File: src/ilir_pkg.sv
// shared codes, defaults and result type for the indexed list block
package ilir_pkg;

  // default sizes
  localparam int DEF_CAPACITY      = 16;
  localparam int DEF_ELEMENT_WIDTH = 32;

  // port field widths
  localparam int MODE_W  = 2;
  localparam int POS_W   = 5;
  localparam int VALUE_W = 32;
  localparam int DATA_W  = 32;
  localparam int STAT_W  = 2;
  localparam int COUNT_W = 5;

  // operation codes
  localparam logic [MODE_W-1:0] MODE_INSERT = 2'd0;
  localparam logic [MODE_W-1:0] MODE_REMOVE = 2'd1;
  localparam logic [MODE_W-1:0] MODE_READ   = 2'd2;
  localparam logic [MODE_W-1:0] MODE_CLEAR  = 2'd3;

  // status codes
  localparam logic [STAT_W-1:0] ST_OK         = 2'd0;
  localparam logic [STAT_W-1:0] ST_BAD_INSERT = 2'd1;
  localparam logic [STAT_W-1:0] ST_RANGE      = 2'd2;
  localparam logic [STAT_W-1:0] ST_FULL       = 2'd3;

  // one finished result
  typedef struct packed {
    logic [DATA_W-1:0]  data;
    logic [STAT_W-1:0]  status;
    logic [COUNT_W-1:0] count;
    logic               empty_res;
  } res_t;

endpackage

File: src/ilir_mem.sv
// element store: one write port, one registered read port
module ilir_mem #(
  parameter int DEPTH = 16,
  parameter int WIDTH = 32,
  parameter int AW    = $clog2(DEPTH)
) (
  input  logic             clk,
  input  logic             we,
  input  logic [AW-1:0]    waddr,
  input  logic [WIDTH-1:0] wdata,
  input  logic [AW-1:0]    raddr,
  output logic [WIDTH-1:0] rdata
);

  logic [WIDTH-1:0] mem [DEPTH];

  // write port
  always_ff @(posedge clk) begin
    if (we) begin
      mem[waddr] <= wdata;
    end
  end

  // registered read port
  always_ff @(posedge clk) begin
    rdata <= mem[raddr];
  end

endmodule

File: src/ilir_seq.sv
// sequencer: decodes an item and walks the store one entry move at a time
module ilir_seq #(
  parameter int CAPACITY      = 16,
  parameter int ELEMENT_WIDTH = 32,
  parameter int AW            = $clog2(CAPACITY)
) (
  input  logic                       clk,
  input  logic                       rst,
  // item input
  input  logic                       in_valid,
  output logic                       in_stall,
  input  logic [ilir_pkg::MODE_W-1:0]  mode,
  input  logic [ilir_pkg::POS_W-1:0]   position,
  input  logic [ilir_pkg::VALUE_W-1:0] value,
  // finished result
  output logic                       res_valid,
  input  logic                       res_ready,
  output ilir_pkg::res_t             res,
  // store port
  output logic                       we,
  output logic [AW-1:0]              waddr,
  output logic [ELEMENT_WIDTH-1:0]   wdata,
  output logic [AW-1:0]              raddr,
  input  logic [ELEMENT_WIDTH-1:0]   rdata
);
  import ilir_pkg::*;

  localparam int LW = $clog2(CAPACITY + 1);
  localparam int CW = ((LW > POS_W) ? LW : POS_W) + 2;

  localparam logic [3:0] S_IDLE    = 4'd0;
  localparam logic [3:0] S_INS_RD  = 4'd1;
  localparam logic [3:0] S_INS_WR  = 4'd2;
  localparam logic [3:0] S_INS_PUT = 4'd3;
  localparam logic [3:0] S_FETCH   = 4'd4;
  localparam logic [3:0] S_CAPT    = 4'd5;
  localparam logic [3:0] S_RM_RD   = 4'd6;
  localparam logic [3:0] S_RM_WR   = 4'd7;
  localparam logic [3:0] S_DONE    = 4'd8;

  logic [3:0]               state, state_next;
  logic [LW-1:0]            len, len_next;
  logic [AW-1:0]            idx, idx_next;
  logic [POS_W-1:0]         pos_r, pos_r_next;
  logic [MODE_W-1:0]        mode_r, mode_r_next;
  logic [ELEMENT_WIDTH-1:0] val_r, val_r_next;
  logic [DATA_W-1:0]        data_r, data_r_next;
  logic [STAT_W-1:0]        status_r, status_r_next;

  logic [CW-1:0] pos_in_ext, pos_ext, len_ext, idx_ext;

  assign pos_in_ext = CW'(position);
  assign pos_ext    = CW'(pos_r);
  assign len_ext    = CW'(len);
  assign idx_ext    = CW'(idx);

  assign in_stall  = (state != S_IDLE);
  assign res_valid = (state == S_DONE);
  assign res.data      = data_r;
  assign res.status    = status_r;
  assign res.count     = COUNT_W'(len);
  assign res.empty_res = (len == '0);

  // next state and store control
  always_comb begin
    state_next    = state;
    len_next      = len;
    idx_next      = idx;
    pos_r_next    = pos_r;
    mode_r_next   = mode_r;
    val_r_next    = val_r;
    data_r_next   = data_r;
    status_r_next = status_r;
    we    = 1'b0;
    waddr = idx;
    wdata = rdata;
    raddr = idx;
    unique case (state)
      S_IDLE: begin
        if (in_valid) begin
          pos_r_next    = position;
          mode_r_next   = mode;
          val_r_next    = ELEMENT_WIDTH'(value);
          data_r_next   = '0;
          status_r_next = ST_OK;
          unique case (mode)
            MODE_INSERT: begin
              if (pos_in_ext > len_ext) begin
                status_r_next = ST_BAD_INSERT;
                state_next    = S_DONE;
              end else if (len_ext >= CW'(CAPACITY)) begin
                status_r_next = ST_FULL;
                state_next    = S_DONE;
              end else if (pos_in_ext == len_ext) begin
                state_next = S_INS_PUT;
              end else begin
                idx_next   = AW'(len);
                state_next = S_INS_RD;
              end
            end
            MODE_REMOVE, MODE_READ: begin
              if (pos_in_ext >= len_ext) begin
                status_r_next = ST_RANGE;
                state_next    = S_DONE;
              end else begin
                state_next = S_FETCH;
              end
            end
            default: begin
              len_next   = '0;
              state_next = S_DONE;
            end
          endcase
        end
      end
      // insert: move entry idx-1 up to idx
      S_INS_RD: begin
        raddr      = AW'(idx - AW'(1));
        state_next = S_INS_WR;
      end
      S_INS_WR: begin
        we       = 1'b1;
        waddr    = idx;
        wdata    = rdata;
        idx_next = AW'(idx - AW'(1));
        if (idx_ext > pos_ext + CW'(1)) begin
          state_next = S_INS_RD;
        end else begin
          state_next = S_INS_PUT;
        end
      end
      S_INS_PUT: begin
        we         = 1'b1;
        waddr      = AW'(pos_r);
        wdata      = val_r;
        len_next   = LW'(len + LW'(1));
        state_next = S_DONE;
      end
      // remove and read: fetch the addressed entry
      S_FETCH: begin
        raddr      = AW'(pos_r);
        state_next = S_CAPT;
      end
      S_CAPT: begin
        data_r_next = DATA_W'(rdata);
        idx_next    = AW'(pos_r);
        if (mode_r == MODE_READ) begin
          state_next = S_DONE;
        end else if (pos_ext + CW'(1) < len_ext) begin
          state_next = S_RM_RD;
        end else begin
          len_next   = LW'(len - LW'(1));
          state_next = S_DONE;
        end
      end
      // remove: move entry idx+1 down to idx
      S_RM_RD: begin
        raddr      = AW'(idx + AW'(1));
        state_next = S_RM_WR;
      end
      S_RM_WR: begin
        we       = 1'b1;
        waddr    = idx;
        wdata    = rdata;
        idx_next = AW'(idx + AW'(1));
        if (idx_ext + CW'(2) < len_ext) begin
          state_next = S_RM_RD;
        end else begin
          len_next   = LW'(len - LW'(1));
          state_next = S_DONE;
        end
      end
      S_DONE: begin
        if (res_ready) begin
          state_next = S_IDLE;
        end
      end
      default: begin
        state_next = S_IDLE;
      end
    endcase
  end

  // control registers
  always_ff @(posedge clk) begin
    if (rst) begin
      state <= S_IDLE;
      len   <= '0;
    end else begin
      state <= state_next;
      len   <= len_next;
    end
  end

  // working registers
  always_ff @(posedge clk) begin
    idx      <= idx_next;
    pos_r    <= pos_r_next;
    mode_r   <= mode_r_next;
    val_r    <= val_r_next;
    data_r   <= data_r_next;
    status_r <= status_r_next;
  end

endmodule

File: src/indexed_list_insert_remove_core.sv
// top level of the bounded indexed list with insert, remove, read and clear
//
// Input channel (in_valid / in_stall) carries one operation per item: mode,
// position and value. Output channel (out_valid / out_stall) returns one item
// per operation: data, status, count and empty_res.
// Each item is handled by a sequencer that moves one list entry at a time,
// read then write, through a single-port-write, registered-read store.
// Insert shifts entries from position up, then writes the value; remove and
// read fetch the entry, remove then shifts later entries down; clear and
// errors go straight to the result. A new item is accepted only in S_IDLE,
// entered as the previous result moves into the output register.
// in_stall is high while an item is in work.
// When the receiver stalls, the result holds in the output register and the
// sequencer takes the next item; its result waits in the sequencer until the
// output register frees, and in_stall stays high meanwhile.
// Reset empties the list (count 0) and drops any pending result; store
// contents are not cleared, an entry is only read after it was written.
module indexed_list_insert_remove_core #(
  parameter int CAPACITY      = ilir_pkg::DEF_CAPACITY,
  parameter int ELEMENT_WIDTH = ilir_pkg::DEF_ELEMENT_WIDTH
) (
  input  logic                         clk,
  input  logic                         rst,
  input  logic                         in_valid,
  output logic                         in_stall,
  input  logic [ilir_pkg::MODE_W-1:0]  mode,
  input  logic [ilir_pkg::POS_W-1:0]   position,
  input  logic [ilir_pkg::VALUE_W-1:0] value,
  output logic                         out_valid,
  input  logic                         out_stall,
  output logic [ilir_pkg::DATA_W-1:0]  data,
  output logic [ilir_pkg::STAT_W-1:0]  status,
  output logic [ilir_pkg::COUNT_W-1:0] count,
  output logic                         empty_res
);
  import ilir_pkg::*;

  localparam int AW = $clog2(CAPACITY);

  logic                     res_valid;
  logic                     res_ready;
  res_t                     res;
  logic                     we;
  logic [AW-1:0]            waddr;
  logic [ELEMENT_WIDTH-1:0] wdata;
  logic [AW-1:0]            raddr;
  logic [ELEMENT_WIDTH-1:0] rdata;
  res_t                     out_r;

  ilir_seq #(
    .CAPACITY      (CAPACITY),
    .ELEMENT_WIDTH (ELEMENT_WIDTH),
    .AW            (AW)
  ) u_seq (
    .clk       (clk),
    .rst       (rst),
    .in_valid  (in_valid),
    .in_stall  (in_stall),
    .mode      (mode),
    .position  (position),
    .value     (value),
    .res_valid (res_valid),
    .res_ready (res_ready),
    .res       (res),
    .we        (we),
    .waddr     (waddr),
    .wdata     (wdata),
    .raddr     (raddr),
    .rdata     (rdata)
  );

  ilir_mem #(
    .DEPTH (CAPACITY),
    .WIDTH (ELEMENT_WIDTH),
    .AW    (AW)
  ) u_mem (
    .clk   (clk),
    .we    (we),
    .waddr (waddr),
    .wdata (wdata),
    .raddr (raddr),
    .rdata (rdata)
  );

  // output register frees when empty or being taken
  assign res_ready = !out_valid || !out_stall;

  always_ff @(posedge clk) begin
    if (rst) begin
      out_valid <= 1'b0;
    end else if (res_valid && res_ready) begin
      out_valid <= 1'b1;
    end else if (!out_stall) begin
      out_valid <= 1'b0;
    end
  end

  // result payload
  always_ff @(posedge clk) begin
    if (res_valid && res_ready) begin
      out_r <= res;
    end
  end

  assign data      = out_r.data;
  assign status    = out_r.status;
  assign count     = out_r.count;
  assign empty_res = out_r.empty_res;

endmodule

File: config.mk
export PLATFORM = sky130hd
export DESIGN_NAME = indexed_list_insert_remove_core
export DESIGN_NICKNAME = d
export VERILOG_FILES = /design/src/ilir_pkg.sv /design/src/ilir_mem.sv /design/src/ilir_seq.sv /design/src/indexed_list_insert_remove_core.sv
export SDC_FILE = /design/constraint.sdc
export NUM_CORES = 1
export LEC_CHECK = 0
export BUFFER_PORTS_ARGS = -buffer_cell sky130_fd_sc_hd__buf_2
export CELL_PAD_IN_SITES_DETAIL_PLACEMENT = 1
export CELL_PAD_IN_SITES_GLOBAL_PLACEMENT = 1
export CORE_AREA = 2 2 262 264
export CTS_BUF_LIST = sky130_fd_sc_hd__clkbuf_16
export DETAILED_ROUTE_END_ITERATION = 10
export DIE_AREA = 0 0 264 266
export PLACE_DENSITY = 0.72
export REMOVE_ABC_BUFFERS = 1
export SETUP_SLACK_MARGIN = 0.02
export SYNTH_ARGS = -nofsm -noshare
export SYNTH_HDL_FRONTEND = slang
export SYNTH_SLANG_ARGS = --single-unit
File: constraint.sdc
create_clock -name clk -period 7.5 [get_ports clk]
set_clock_uncertainty 0.1 [all_clocks]
set_input_delay 0.375 -clock clk [delete_from_list [all_inputs] [get_ports clk]]
set_output_delay 0.375 -clock clk [all_outputs]
set_load 0.03 [all_outputs]
; ---- Word level (Yosys, flattened, before mapping)
; Memories as Yosys holds them, arrays and structs flattened. A register that Yosys moved wholly into a read port is not among the register bits.
; Index checks and enable logic that the tools add are counted.
[op_classes]
n_reduce_logical = 19
n_div = 0
eq_ne = 23
multipliers = 0
n_lt_le_gt_ge = 6
bitwise_logic = 0
n_addsub = 6
muxes = 38
n_shift = 0
[ops]
columns = cell, count
row1 = 32-bit 2-to-1 mux, 2
row2 = 32-bit one-hot mux with 2 select lines, 1
row3 = 4-bit 2-to-1 mux, 14
row4 = 4-bit one-hot mux with 9 select lines, 1
row5 = 5-bit 2-to-1 mux, 5
row6 = 5-bit one-hot mux with 4 select lines, 1
row7 = 2-bit != test (second input constant), 9
row8 = 4-bit by 3-bit equality test with 1-bit output (second input constant), 4
row9 = 4-bit one-hot mux with 4 select lines, 1
row10 = 7-bit by 5-bit less-than comparator with 1-bit output, 2
row11 = 4-bit one-hot mux with 3 select lines, 1
row12 = 6-bit AND reduction, 2
row13 = 4-bit nonzero test, 3
row14 = 2-bit 2-to-1 mux, 5
row15 = 4-bit by 2-bit equality test with 1-bit output (second input constant), 2
row16 = 4-bit one-hot mux with 2 select lines, 1
row17 = 4-bit by 7-bit > comparator with 1-bit output, 1
row18 = 5-bit by 1-bit adder with 6-bit output (second input constant), 1
row19 = 2-bit AND reduction, 3
row20 = 3-bit OR reduction, 2
row21 = 4-bit by 2-bit adder with 5-bit output (second input constant), 1
row22 = 5-bit by 1-bit adder with 5-bit output (second input constant), 1
row23 = 5-bit equality test, 1
row24 = 5-bit >= comparator, 1
row25 = other kinds (20), 27
[totals]
mem_bits_ro = 0
ramBits = 512
out_inout_bits = 42
latch_bits = 0
memories = 1
ff_bits = 127
in_bits = 43
[mem_list]
columns = memory, words, word_bits, read_ports, rd_ports_with_merged_regs, wr, line_no
row1 = u_mem.mem, 16, 32, 1, 1, 1, ilir_mem.sv:15  ; logic [WIDTH-1:0] mem [DEPTH];

; ---- Depth between registers and ports, before layout
; Gate-level depths: netlist of run 1.
[logic_depth]
depth_word = 7
ltp_mapped = 12

; ---- Modules after synthesis
; From an unflattened synthesis of run 1, not the netlist that was laid out.
[hier_totals]
hier_cells = 1296
hier_area_um2 = 25887.3
[modules_own_cells]
columns = module, area_each_um2, cells_per_inst, instances
row1 = ilir_mem, 19835.3, 838, 1
row2 = ilir_seq, 4812.1, 413, 1
row3 = indexed_list_insert_remove_core, 1239.9, 45, 1

; ---- Least setup slack after synthesis of run 1
; Ideal clock, no wire load.
[synth_timing]
path_kind = register -> register
startpoint = register u_seq.state[1]
endpoint = memory u_mem.mem[0][0], enable pin
setup_time_ns = 0.421
period_less_slack_ns = 3.607
stages_incl_launch_ff = 8
arrival_ns = 3.085
t_required_ns = 6.979
setup_slack_ns = 3.893
n_path_buf = 3
path_cell_list = dfxtp_1 buf_4 buf_2 nand2_1 nor2_1 clkbuf_1 a31oi_1 nor2_1
[synth_via]
elab_chain_len = 5
elab_cells_between_ends = 8
cone_classes = eq/ne: 3 / mux: 4 / reduce/logical: 1
[synth_rtl]
columns = element, line_no
row1 = "start, declared", ilir_seq.sv:41  ; logic [3:0] state, state_next;
row2 = "start signal, assigned", ilir_seq.sv:190  ; state <= state_next;
row3 = 4-bit by 2-bit equality test with 1-bit output / 4-bit by 3-bit equality test with 1-bit output (equally long branches), ilir_seq.sv:78  ; unique case (state)
row4 = 3-bit OR reduction (no line), --
row5 = 1-bit 2-to-1 mux, ilir_seq.sv:78
row6 = 1-bit 2-to-1 mux, ilir_mem.sv:19  ; if (we) begin
row7 = 1-bit 2-to-1 mux (not written as such), ilir_mem.sv:20  ; mem[waddr] <= wdata;
row8 = "end, declared", ilir_mem.sv:15
; Several ways; a longest one is shown, not always the timed one.

; ---- Final worst setup path of run 1
[layout_timing]
startpoint = register u_seq.state[0]
endpoint = memory u_mem.mem[2][4], enable pin
; The elaborated chain is that of the path after synthesis.

==> out/qor.log, run 1 <==
INFO  status         outcome=complete, no violations
INFO  timing         rsz0062_at_grt=false
INFO  place          place.gp.congestion=0.841
INFO  synth          synth_enable_flop_cells=629
INFO  synth          seq_area_frac_synth=0.738
INFO  timing         fin_setup_tns=0ns
INFO  min_path       hold_wc_path_type=primary input to register
INFO  power          total_power=0.00853W
INFO  timing         setup_viol_count_final=0
INFO  setup_path     critical_path.startpoint_type=register
INFO  synth          synth-async-reset-ratio=0
INFO  clock_tree     cts_root_buffer=sky130_fd_sc_hd__clkbuf_16
INFO  timing         fin_worst_hold_slack=0.244ns
INFO  global_route   grt_pass1_vias=15100
INFO  routing        firstDrtPassIters=4
INFO  clock_tree     clock_tree_from_tritoncts=yes
INFO  routing        number_of_drc_markers_after_the_initial_detailed_route_iteration=1023
INFO  setup_path     worstPathArrival=4.54ns
INFO  synth          library_cells_used_by_synthesis=64
INFO  place          dp_hpwl=34600um
INFO  cells_and_area drive_above_1_share=0.167
INFO  floorplanning  die_x=264um
INFO  clock_tree     cts.htree.levels=3
INFO  timing         hold_viol=0
INFO  routing        avgRoutedWirePerCell=23.7um
INFO  place          portBuffers=84
INFO  synth          synth_area_per_cell=17.5um^2
INFO  setup_path     critical_path_buf_inv_count=1
INFO  timing         post-route-period-util=0.588
INFO  power          p_leak=10.9nW
INFO  setup_path     timing_worst_setup_path_type=register to register
INFO  place          placedCellCount=2440
INFO  clock_tree     ctsLongestPathBuffers=3
INFO  setup_path     worstPathCellList=nor2b_1, nand2_1, nor2_4, buf_4, nand2_1, o21ai_0, nand2_1, nor2_4
INFO  floorplanning  floorplan.die_area=70200um^2
INFO  synth          ys.flop_type=sky130_fd_sc_hd__edfxtp_1
INFO  setup_path     critPathSlowestCell=sky130_fd_sc_hd__nor2_4
INFO  synth          netlist_area=26700um^2
INFO  power          ir_drop=156uV
INFO  power          powerDensity=277nW/um^2
INFO  routing        number_of_design_rule_violations_left_after_detail_routing=0
INFO  timing         report.final.slew_viol_count=0
INFO  floorplanning  num_io_pins=85
INFO  setup_path     critical_path.endpoint_type=register
INFO  floorplanning  core_area=67700um^2
INFO  routing        routed_wl=62000um
INFO  timing         final_period_minus_worst_setup_slack=4.41ns
INFO  timing         worst_pin_slew=1.30ns
INFO  setup_path     path_common_cell=sky130_fd_sc_hd__nand2_1
INFO  routing        via_per_inst=5.35
INFO  clock_tree     tritoncts.num_buffers=73
INFO  synth          yosys_register_bits=671
INFO  clock_tree     clkTransAtPathRegs=0.06ns
INFO  synth          synth_top_area_frac=0.706
INFO  clock_tree     numClockSinks=671
INFO  synth          synth_area_leader_cell=sky130_fd_sc_hd__edfxtp_1
INFO  floorplanning  initial_utilization=0.395
INFO  timing         timing.slew.headroom=0.131
INFO  clock_tree     clock_insertion_delay_worst_skew=0.63ns
INFO  floorplanning  chipHeight=266um
INFO  timing         fmaxAchievable=0.227GHz
INFO  setup_path     path_max_fanout=32
INFO  setup_path     crit_required=7.64ns
INFO  synth          yosysWarningCount=0
INFO  cells_and_area synthToLayoutAreaGrowth=15.1%
INFO  clock_tree     post_cts_repair_timing_setup_buffer_count=0
INFO  global_route   grt_start_max_net_pins=133
INFO  setup_path     critPathTopFamily=simple AND/OR/NAND/NOR gates
INFO  synth          cell_count_after_synthesis=1528
INFO  cells_and_area diodes=0
INFO  routing        vias=14000
INFO  global_route   overflow=0
INFO  setup_path     critical-path-max-stage-delay=1.07ns
INFO  global_route   wire_length_of_the_first_global_routing_pass=93800um
INFO  routing        drtAntennaViolNets=0
INFO  cells_and_area final_cell_count_no_fill=2617
INFO  flow_run       drv_cap=0
INFO  synth          largest_cells_by_area_after_synthesis=sky130_fd_sc_hd__edfxtp_1 (71%), sky130_fd_sc_hd__mux2i_1 (9.7%), sky130_fd_sc_hd__dfxtp_1 (3.1%)
INFO  cells_and_area design.final.nets=1747
INFO  floorplanning  fp-row-count=96
INFO  global_route   grt_util_all_layers=0.178
INFO  global_route   antenna_found_initial=1
cells in the mapped netlist, drive strengths merged (3+ instances only):
cell type	instances
edfxtp	629
mux2i	259
o22ai	98
mux2	96
buf	55
dfxtp	42
nor2	41
and2	36
or3	35
ha	28
nand2	28
inv	24
clkbuf	20
a21oi	17
nor3	15
o21ai	12
a31oi	10
a21o	8
nor2b	7
nand3	6
nand2b	5
o31ai	5
a211oi	4
nor3b	4
xnor2	4
xor2	4
a211o	3
nand4	3
o221ai	3
where the power goes:
group | leakage, nW | switching (W) | internal [W]
clock network | 1.21 | 0.00149 | 0.00199
logic | 3.59 | 0.000454 | 0.000220
registers | 6.10 | 0.0000551 | 0.00432
worst reg2reg max path: stages, from the launching register on:
cell	delay, ns
sky130_fd_sc_hd__dfxtp_1	0.71
sky130_fd_sc_hd__nor2b_1	0.32
sky130_fd_sc_hd__nand2_1	0.15
sky130_fd_sc_hd__nor2_4	0.52
sky130_fd_sc_hd__buf_4	0.52
sky130_fd_sc_hd__nand2_1	0.17
sky130_fd_sc_hd__o21ai_0	0.16
sky130_fd_sc_hd__nand2_1	0.30
sky130_fd_sc_hd__nor2_4	1.07
cell usage in the layout (no fill, tap or decap), drive strengths merged, types with 3 or more instances in the layout:
cell and count:
a211o 3, a211oi 4, a21o 8, a21oi 17
a31oi 10, and2 36, buf 105, bufinv 5
clkbuf 74, clkinv 37, dfxtp 42, dlygate4sd3 42
edfxtp 629, ha 28, inv 41, mux2 96
mux2i 259, nand2 28, nand2b 5, nand3 6
nand4 3, nor2 41, nor2b 7, nor3 15
nor3b 4, o21ai 12, o221ai 3, o22ai 98
o31ai 5, or3 35, xnor2 4, xor2 4
routing by layer:
layer | vias up | part of all wire | track usage
li1 | 6314 | - | -
met1 | 7302 | 0.45 | 0.237
met2 | 290 | 0.49 | 0.296
met3 | 108 | 0.040 | 0.0314
met4 | 0 | 0.028 | 0.0571
met5 | - | 0 | 0
timing repair:
| item | CTS | global route |
|---|---|---|
| hold endpoints to repair | 41 | 0 |
| gates resized for setup | 0 | 0 |
| hold buffers | 42 | 0 |
sequential cells by signal, summed over array words and instances, names as in the netlist:
name / cells
status: 2
u_seq.mode_r: 2
empty_res: 1
data: 32
u_seq.val_r: 32
u_seq.status_r: 2
u_seq.idx: 4
u_seq.len: 5
out_valid: 1
count: 5
u_seq.pos_r: 5
u_mem.mem: 512
u_seq.data_r: 32
u_mem.rdata: 32
u_seq.state: 4
path summary, 6_finish.rpt:
check,from,endpoint,slack (ns),depth (start not counted)
worst max-delay path,u_seq.state[0]$_SDFFE_PP0P_,u_mem.mem[2][4]$_DFFE_PP_,3.09,8
worst min-delay path,in_valid,u_seq.state[3]$_SDFFE_PP0P_,0.24,5
worst max register to register,u_seq.state[0]$_SDFFE_PP0P_,u_mem.mem[2][4]$_DFFE_PP_,3.09,8
worst min register to register,u_seq.data_r[26]$_SDFFCE_PN0P_,data[26]$_DFFE_PP_,0.30,0
area by class of cell:
class | instances | area, um^2
multi-input cells | 758 | 6480
clock inverters | 61 | 500
inverters | 24 | 90.1
fillers | 6474 | 37000
repair buffers | 147 | 1020
well taps | 882 | 1100
clock buffers | 74 | 1850
flip-flops and latches | 671 | 19700
cells by family (layout without fill, tap and decap cells):
logic type	Yosys count	count (layout)	share of synthesized area
DFF	671	671	0.738
muxes	355	355	0.137
and+or+nand+nor	189	189	0.0380
AOI/OAI and AO/OA	177	177	0.0451
buffers and inverters	99	306	0.0253
adders and majority gates	29	29	0.0138
xor gates and xnor gates	8	8	0.00262
per-stage QoR:
stage	instance area, um^2	setup WS (ns)	util
after global placement	28000	3.19	0.413
after floorplan	26200	-1.39	-
after CTS	30800	3.00	0.454
final	30800	3.09	0.454
after detailed placement	28000	3.01	0.413
after global routing	30800	2.68	0.454
No activity file was read; power rests on OpenSTA's default activity.
==> run 2, diff against run 1 <==
Clock period 7.5 ns to 4.3 ns, I/O delays scaled along.
==> run 2 against run 1 <==
  * Worst setup slack got worse by 2.5 ns
  * Clock power rose by 83%
  * Hold slack got worse by 0.19 ns
  * Die area did not move
  * Register-to-register slack got worse by 2.5 ns
  * Global-route usage rose by 0.76 points
  * Maximum frequency rose by 18%
  * Highest routed layer unchanged
  * Routed wire length rose by 5.1%
  * Critical path depth fell by 1
==> out/qor.log, run 2 (same netlist as run 1, synthesis figures left out) <==
INFO  setup_path     critical_path.startpoint_type=register
INFO  setup_path     timing_worst_setup_path_type=register to register
INFO  timing         final_period_minus_worst_setup_slack=3.75ns
INFO  routing        avgRoutedWirePerCell=24.7um
INFO  floorplanning  die_x=264um
INFO  power          clockPowerShare=0.417
INFO  cells_and_area synthToLayoutAreaGrowth=16.6%
INFO  timing         fmaxAchievable=0.267GHz
INFO  setup_path     worstPathCellList=nor2b_1, nand2_1, nor2_4, buf_4, a31oi_1, nor2_4, buf_4
INFO  setup_path     crit_required=4.50ns
INFO  global_route   wire_length_of_the_first_global_routing_pass=97200um
INFO  timing         post-route-period-util=0.872
INFO  floorplanning  initial_utilization=0.395
INFO  timing         rsz0062_at_grt=false
INFO  power          switching_power=0.00355W
INFO  cells_and_area fillCellCount=6467
INFO  setup_path     worstPathArrival=3.95ns
INFO  timing         hold_viol=0
INFO  status         outcome=complete, no violations
INFO  timing         timing.slew.headroom=0.208
INFO  global_route   overflow=0
INFO  global_route   antenna_found_initial=5
INFO  global_route   grt_pass1_vias=15100
INFO  floorplanning  floorplan.die_area=70200um^2
INFO  flow_run       drv_cap=0
INFO  power          p_leak=11.1nW
INFO  place          placedCellCount=2460
INFO  place          place.gp.congestion=0.836
INFO  timing         report.final.slew_viol_count=0
INFO  routing        wl_met1=29700um
INFO  clock_tree     clkTransAtPathRegs=0.06ns
INFO  routing        number_of_design_rule_violations_left_after_detail_routing=0
INFO  global_route   grt_util_all_layers=0.185
INFO  power          powerDensity=490nW/um^2
INFO  setup_path     path_max_fanout=20
INFO  cells_and_area layout.cells.most_common_list=sky130_fd_sc_hd__edfxtp_1 (629), sky130_fd_sc_hd__mux2i_1 (259), sky130_fd_sc_hd__o22ai_1 (98)
INFO  clock_tree     cts_root_buffer=sky130_fd_sc_hd__clkbuf_16
INFO  routing        detailroute.wirelength.met3=3710um
INFO  clock_tree     clock_insertion_delay_worst_skew=0.61ns
INFO  clock_tree     ctsLongestPathBuffers=3
INFO  clock_tree     numClockSinks=671
INFO  cells_and_area drive_above_1_share=0.177
INFO  setup_path     critical_path.endpoint_type=register
INFO  timing         fin_setup_tns=0ns
INFO  floorplanning  fp-row-count=96
INFO  routing        via_per_inst=5.40
INFO  timing         worst_pin_slew=1.18ns
INFO  clock_tree     cts.htree.levels=3
INFO  timing         setup_viol_count_final=0
INFO  cells_and_area top_register=u_mem.mem
INFO  routing        detailroute.wirelength.met2=30600um
INFO  power          fraction_of_power_spent_switching_nets=0.232
INFO  cells_and_area stdcell_area=31200um^2
INFO  power          combinationalPowerShare=0.082
INFO  setup_path     critPathTopFamily=simple AND/OR/NAND/NOR gates
INFO  power          p_int=0.0117W
INFO  routing        firstDrtPassIters=5
INFO  cells_and_area largest_register_ffs=512
INFO  cells_and_area design.final.nets=1766
INFO  routing        routed_wl=65100um
INFO  setup_path     critPathSlowestCell=sky130_fd_sc_hd__dfxtp_1
INFO  global_route   grt_start_max_net_pins=86
INFO  clock_tree     post_cts_repair_timing_setup_buffer_count=0
INFO  clock_tree     clock_tree_from_tritoncts=yes
INFO  power          seq_power_share=0.501
INFO  min_path       hold_wc_path_type=primary input to register
INFO  floorplanning  chipHeight=266um
INFO  routing        routed.top_layer=met4
INFO  floorplanning  num_io_pins=85
INFO  place          portBuffers=84
INFO  cells_and_area final_common_cell=sky130_fd_sc_hd__edfxtp_1
INFO  place          dp_hpwl=38300um
INFO  routing        drtAntennaViolNets=0
INFO  floorplanning  core_area=67700um^2
INFO  power          ir_drop=238uV
INFO  setup_path     critical-path-max-stage-delay=0.73ns
INFO  routing        number_of_drc_markers_after_the_initial_detailed_route_iteration=1209
INFO  place          placed_cell_area=28300um^2
INFO  cells_and_area final_cell_count_no_fill=2636
INFO  routing        vias=14200
INFO  clock_tree     tritoncts.num_buffers=72
INFO  setup_path     critical_path_buf_inv_count=2
-- run 2: power groups by stage --
stage,logic (W),clock network [W],registers [W]
floorplan,0.000772,0,0.00779
global placement,0.00117,0,0.00779
detailed placement,0.00121,0,0.00779
CTS,0.00125,0.00648,0.00766
global route,0.00135,0.00672,0.00767
finish,0.00125,0.00636,0.00765
-- run 2: layout make-up --
| class | instances | area, um^2 | share of cell area |
|---|---|---|---|
| flip-flops and latches | 671 | 19700 | 0.633 |
| multi-input cells | 758 | 6480 | 0.208 |
| clock buffers | 73 | 1830 | 0.0586 |
| repair buffers | 167 | 1340 | 0.0428 |
| well taps | 882 | 1100 | 0.0354 |
| clock inverters | 60 | 616 | 0.0197 |
| inverters | 24 | 90.1 | 0.00289 |
| diodes | 1 | 2.50 | 0.0000802 |
-- run 2: tightest hold or removal path, stage by stage --
cell and delay (ns):
sky130_fd_sc_hd__buf_2 0.12, sky130_fd_sc_hd__nor2_1 0.07, sky130_fd_sc_hd__nor2_1 0.09, sky130_fd_sc_hd__nor2_1 0.05, sky130_fd_sc_hd__nor3_1 0.15
-- run 2: timing repair --
item                                   4_1_cts  5_1_grt
resized for setup                            0        0
endpoints found under the hold margin       46        0
hold buffers                                42        0
-- run 2: per-layer routing --
metal,vias up,track usage
met2,402,0.296
met1,7382,0.257
met5,-,0
met3,99,0.0381
li1,6348,-
met4,0,0.0521
-- run 2: final timing paths --
check	from	to	slack, ns	depth (start not counted)
min	in_valid	u_seq.state[3]$_SDFFE_PP0P_	0.05	5
max reg2reg	u_seq.state[0]$_SDFFE_PP0P_	u_mem.mem[1][26]$_DFFE_PP_	0.55	7
max	u_seq.state[0]$_SDFFE_PP0P_	u_mem.mem[1][26]$_DFFE_PP_	0.55	7
min reg2reg	u_seq.data_r[14]$_SDFFCE_PN0P_	data[14]$_DFFE_PP_	0.32	0
-- run 2: metrics by stage --
stage                     setup slack (ns)  hold slack, ns  total power (W)   util
after floorplan                      -4.59           0.184          0.00856      -
after global placement               0.763           0.292          0.00896  0.418
after detailed placement             0.630           0.294          0.00900  0.418
after CTS                            0.587          0.0433           0.0154  0.460
after global routing                 0.268          0.0898           0.0157  0.460
final                                0.551          0.0528           0.0153  0.460
==> run 3, diff against run 2 <==
Settings changed: CORE_AREA 2 2 262 264 to 2 2 230 232, DIE_AREA 0 0 264 266 to 0 0 232 234, PLACE_DENSITY 0.72 to 0.87.
==> run 3 against run 2 <==
  * Register-to-register slack worse by 0.14 ns
  * Largest power group unchanged
  * Die area shrank 23%
  * Hold slack worse by 0.011 ns
  * Worst setup slack worse by 0.14 ns
  * Critical path depth up 1
  * Clock power down 3%
  * Critical path type unchanged
  * Flip-flop and latch count did not move
  * Power is 1.5% lower
  * Via count increased by 6.2%
  * Design area down 1.4%
  * Largest cell class unchanged
  * Combinational power hardly changed
  * Sequential power hardly changed
==> out/qor.log, run 3 (same netlist as run 1, synthesis figures left out) <==
INFO  place          portBuffers=84
INFO  timing         setup_viol_count_final=0
INFO  setup_path     critPathTopFamily=simple AND/OR/NAND/NOR gates
INFO  clock_tree     clkTransAtPathRegs=0.07ns
INFO  floorplanning  die_x=232um
INFO  cells_and_area top_register=u_mem.mem
INFO  routing        firstDrtPassIters=6
INFO  power          powerDensity=489nW/um^2
INFO  setup_path     timing_worst_setup_path_type=register to register
INFO  global_route   antenna_found_initial=1
INFO  clock_tree     numClockSinks=671
INFO  clock_tree     cts.htree.levels=3
INFO  setup_path     reg2reg_slack=0.42ns
INFO  clock_tree     cts_hold_repair.buffers=42
INFO  min_path       worst_hold_path.num_cells=5
INFO  flow_run       drv_cap=0
INFO  cells_and_area layout.cells.most_common_list=sky130_fd_sc_hd__edfxtp_1 (629), sky130_fd_sc_hd__mux2i_1 (259), sky130_fd_sc_hd__o22ai_1 (98)
INFO  clock_tree     clock_insertion_delay_worst_skew=0.63ns
INFO  place          preCtsSetupSlack=0.629ns
INFO  cells_and_area drive_above_1_share=0.175
INFO  setup_path     timing.rr.start=u_seq.state[0]$_SDFFE_PP0P_
INFO  setup_path     worstPathArrival=4.28ns
INFO  timing         rsz0062_at_grt=false
INFO  timing         final_period_minus_worst_setup_slack=3.88ns
INFO  global_route   overflow=0
INFO  place          placed_cell_area=28000um^2
INFO  routing        number_of_drc_markers_after_the_initial_detailed_route_iteration=1509
INFO  place          dp_hpwl=39200um
INFO  clock_tree     post_cts_repair_timing_setup_buffer_count=0
INFO  cells_and_area design.final.nets=1769
INFO  routing        avgRoutedWirePerCell=29.9um
INFO  setup_path     critical_path.endpoint_type=register
INFO  timing         timing.slew.headroom=0.246
INFO  timing         layout_setup_ws=0.416ns
INFO  timing         report.final.slew_viol_count=0
INFO  setup_path     critical_path_buf_inv_count=1
INFO  setup_path     worstPathCellList=nor2b_1, and2_1, nor3_1, a211oi_4, buf_12, mux2i_1, o22ai_1, or3_1
INFO  clock_tree     cts_root_buffer=sky130_fd_sc_hd__clkbuf_16
INFO  setup_path     r2r_end=u_mem.rdata[5]$_DFF_P_
INFO  place          placedCellCount=2271
INFO  power          p_leak=11.0nW
INFO  timing         post-route-period-util=0.903
INFO  global_route   grt_util_all_layers=0.272
INFO  floorplanning  core_area=52000um^2
INFO  floorplanning  chipHeight=234um
INFO  setup_path     critPathSlowestCell=sky130_fd_sc_hd__dfxtp_1
INFO  routing        drtAntennaViolNets=0
INFO  clock_tree     ctsLongestPathBuffers=3
INFO  timing         worst_pin_slew=1.13ns
INFO  timing         fin_worst_hold_slack=0.0416ns
INFO  routing        via_per_inst=6.19
INFO  routing        vias=15100
INFO  routing        number_of_design_rule_violations_left_after_detail_routing=0
INFO  timing         hold_viol=0
INFO  min_path       holdPathEnd=u_seq.state[3]$_SDFFE_PP0P_
INFO  timing         fmaxAchievable=0.257GHz
INFO  setup_path     crit_required=4.70ns
INFO  floorplanning  floorplan.die_area=54300um^2
INFO  global_route   grt_pass1_vias=16300
INFO  global_route   wire_length_of_the_first_global_routing_pass=107000um
INFO  cells_and_area synthToLayoutAreaGrowth=15.0%
INFO  floorplanning  initial_utilization=0.514
INFO  clock_tree     clock_tree_from_tritoncts=yes
INFO  min_path       hold_wc_path_type=primary input to register
INFO  routing        routed_wl=73000um
INFO  cells_and_area diodes=0
INFO  cells_and_area fillCellCount=4616
INFO  min_path       holdCritStartpoint=in_valid
INFO  place          place.gp.congestion=0.882
INFO  cells_and_area stdcell_area=30800um^2
INFO  status         outcome=complete, no violations
INFO  setup_path     critical_path.startpoint_type=register
INFO  setup_path     r2r_cells=8
INFO  floorplanning  fp-row-count=84
INFO  setup_path     path_max_fanout=60
INFO  setup_path     critical-path-max-stage-delay=0.80ns
INFO  cells_and_area final_common_cell=sky130_fd_sc_hd__edfxtp_1
INFO  global_route   grt_start_max_net_pins=62
INFO  clock_tree     post_cts_resized=0
INFO  clock_tree     tritoncts.num_buffers=70
INFO  cells_and_area largest_register_ffs=512
INFO  floorplanning  num_io_pins=85
INFO  power          ir_drop=407uV
INFO  cells_and_area final_cell_count_no_fill=2440
==> run 3: worst max-delay path by stage <==
stage	startpoint	end	cells after the start
3_5_place_dp	u_seq.state[2]$_SDFFE_PP0P_	u_mem.rdata[22]$_DFF_P_	8
5_1_grt	u_seq.state[2]$_SDFFE_PP0P_	u_mem.rdata[5]$_DFF_P_	8
4_1_cts	u_seq.state[0]$_SDFFE_PP0P_	u_mem.rdata[5]$_DFF_P_	8
6_report	u_seq.state[0]$_SDFFE_PP0P_	u_mem.rdata[5]$_DFF_P_	8
3_3_place_gp	u_seq.state[0]$_SDFFE_PP0P_	u_mem.rdata[4]$_DFF_P_	8
2_1_floorplan	u_seq.state[3]$_SDFFE_PP0P_	u_mem.rdata[0]$_DFF_P_	6
==> run 3: layout make-up <==
type                            count  area, um^2  share of cell area
Clock buffer                       72        1800              0.0586
Clock inverter                     55         510              0.0166
Inverter                           24        90.1             0.00293
Multi-Input combinational cell    758        6480               0.211
Sequential cell                   671       19700               0.642
Tap cell                          688         861              0.0280
Timing Repair Buffer              172        1270              0.0414
==> run 3: worst min-delay path: stages <==
cell and delay [ns]:
sky130_fd_sc_hd__buf_2 0.12, sky130_fd_sc_hd__nor2_1 0.07, sky130_fd_sc_hd__nor2_1 0.10, sky130_fd_sc_hd__nor2_1 0.06, sky130_fd_sc_hd__nor3_1 0.15
==> run 3: metrics by stage <==
step / total power [W] / setup TNS, ns / utilization
finish: 0.0150 / 0 / 0.591
global route: 0.0154 / 0 / 0.591
CTS: 0.0151 / 0 / 0.591
detailed placement: 0.00893 / 0 / 0.539
global placement: 0.00882 / 0 / 0.539
floorplan: 0.00856 / -556.73 / -
==> run 3: per-layer routing <==
layer,vias up,track usage,routed length (um)
met4,0,0.122,2900
met5,-,0,0
met3,179,0.0497,4780
li1,6366,-,-
met1,7828,0.348,29000
met2,739,0.457,36300
==> run 3: where the power goes <==
group	leakage [nW]	total (W)	switching (W)	internal, W
Sequential	6.10	0.00765	0.000107	0.00754
Clock	1.18	0.00617	0.00263	0.00355
Combinational	3.74	0.00123	0.000836	0.000392
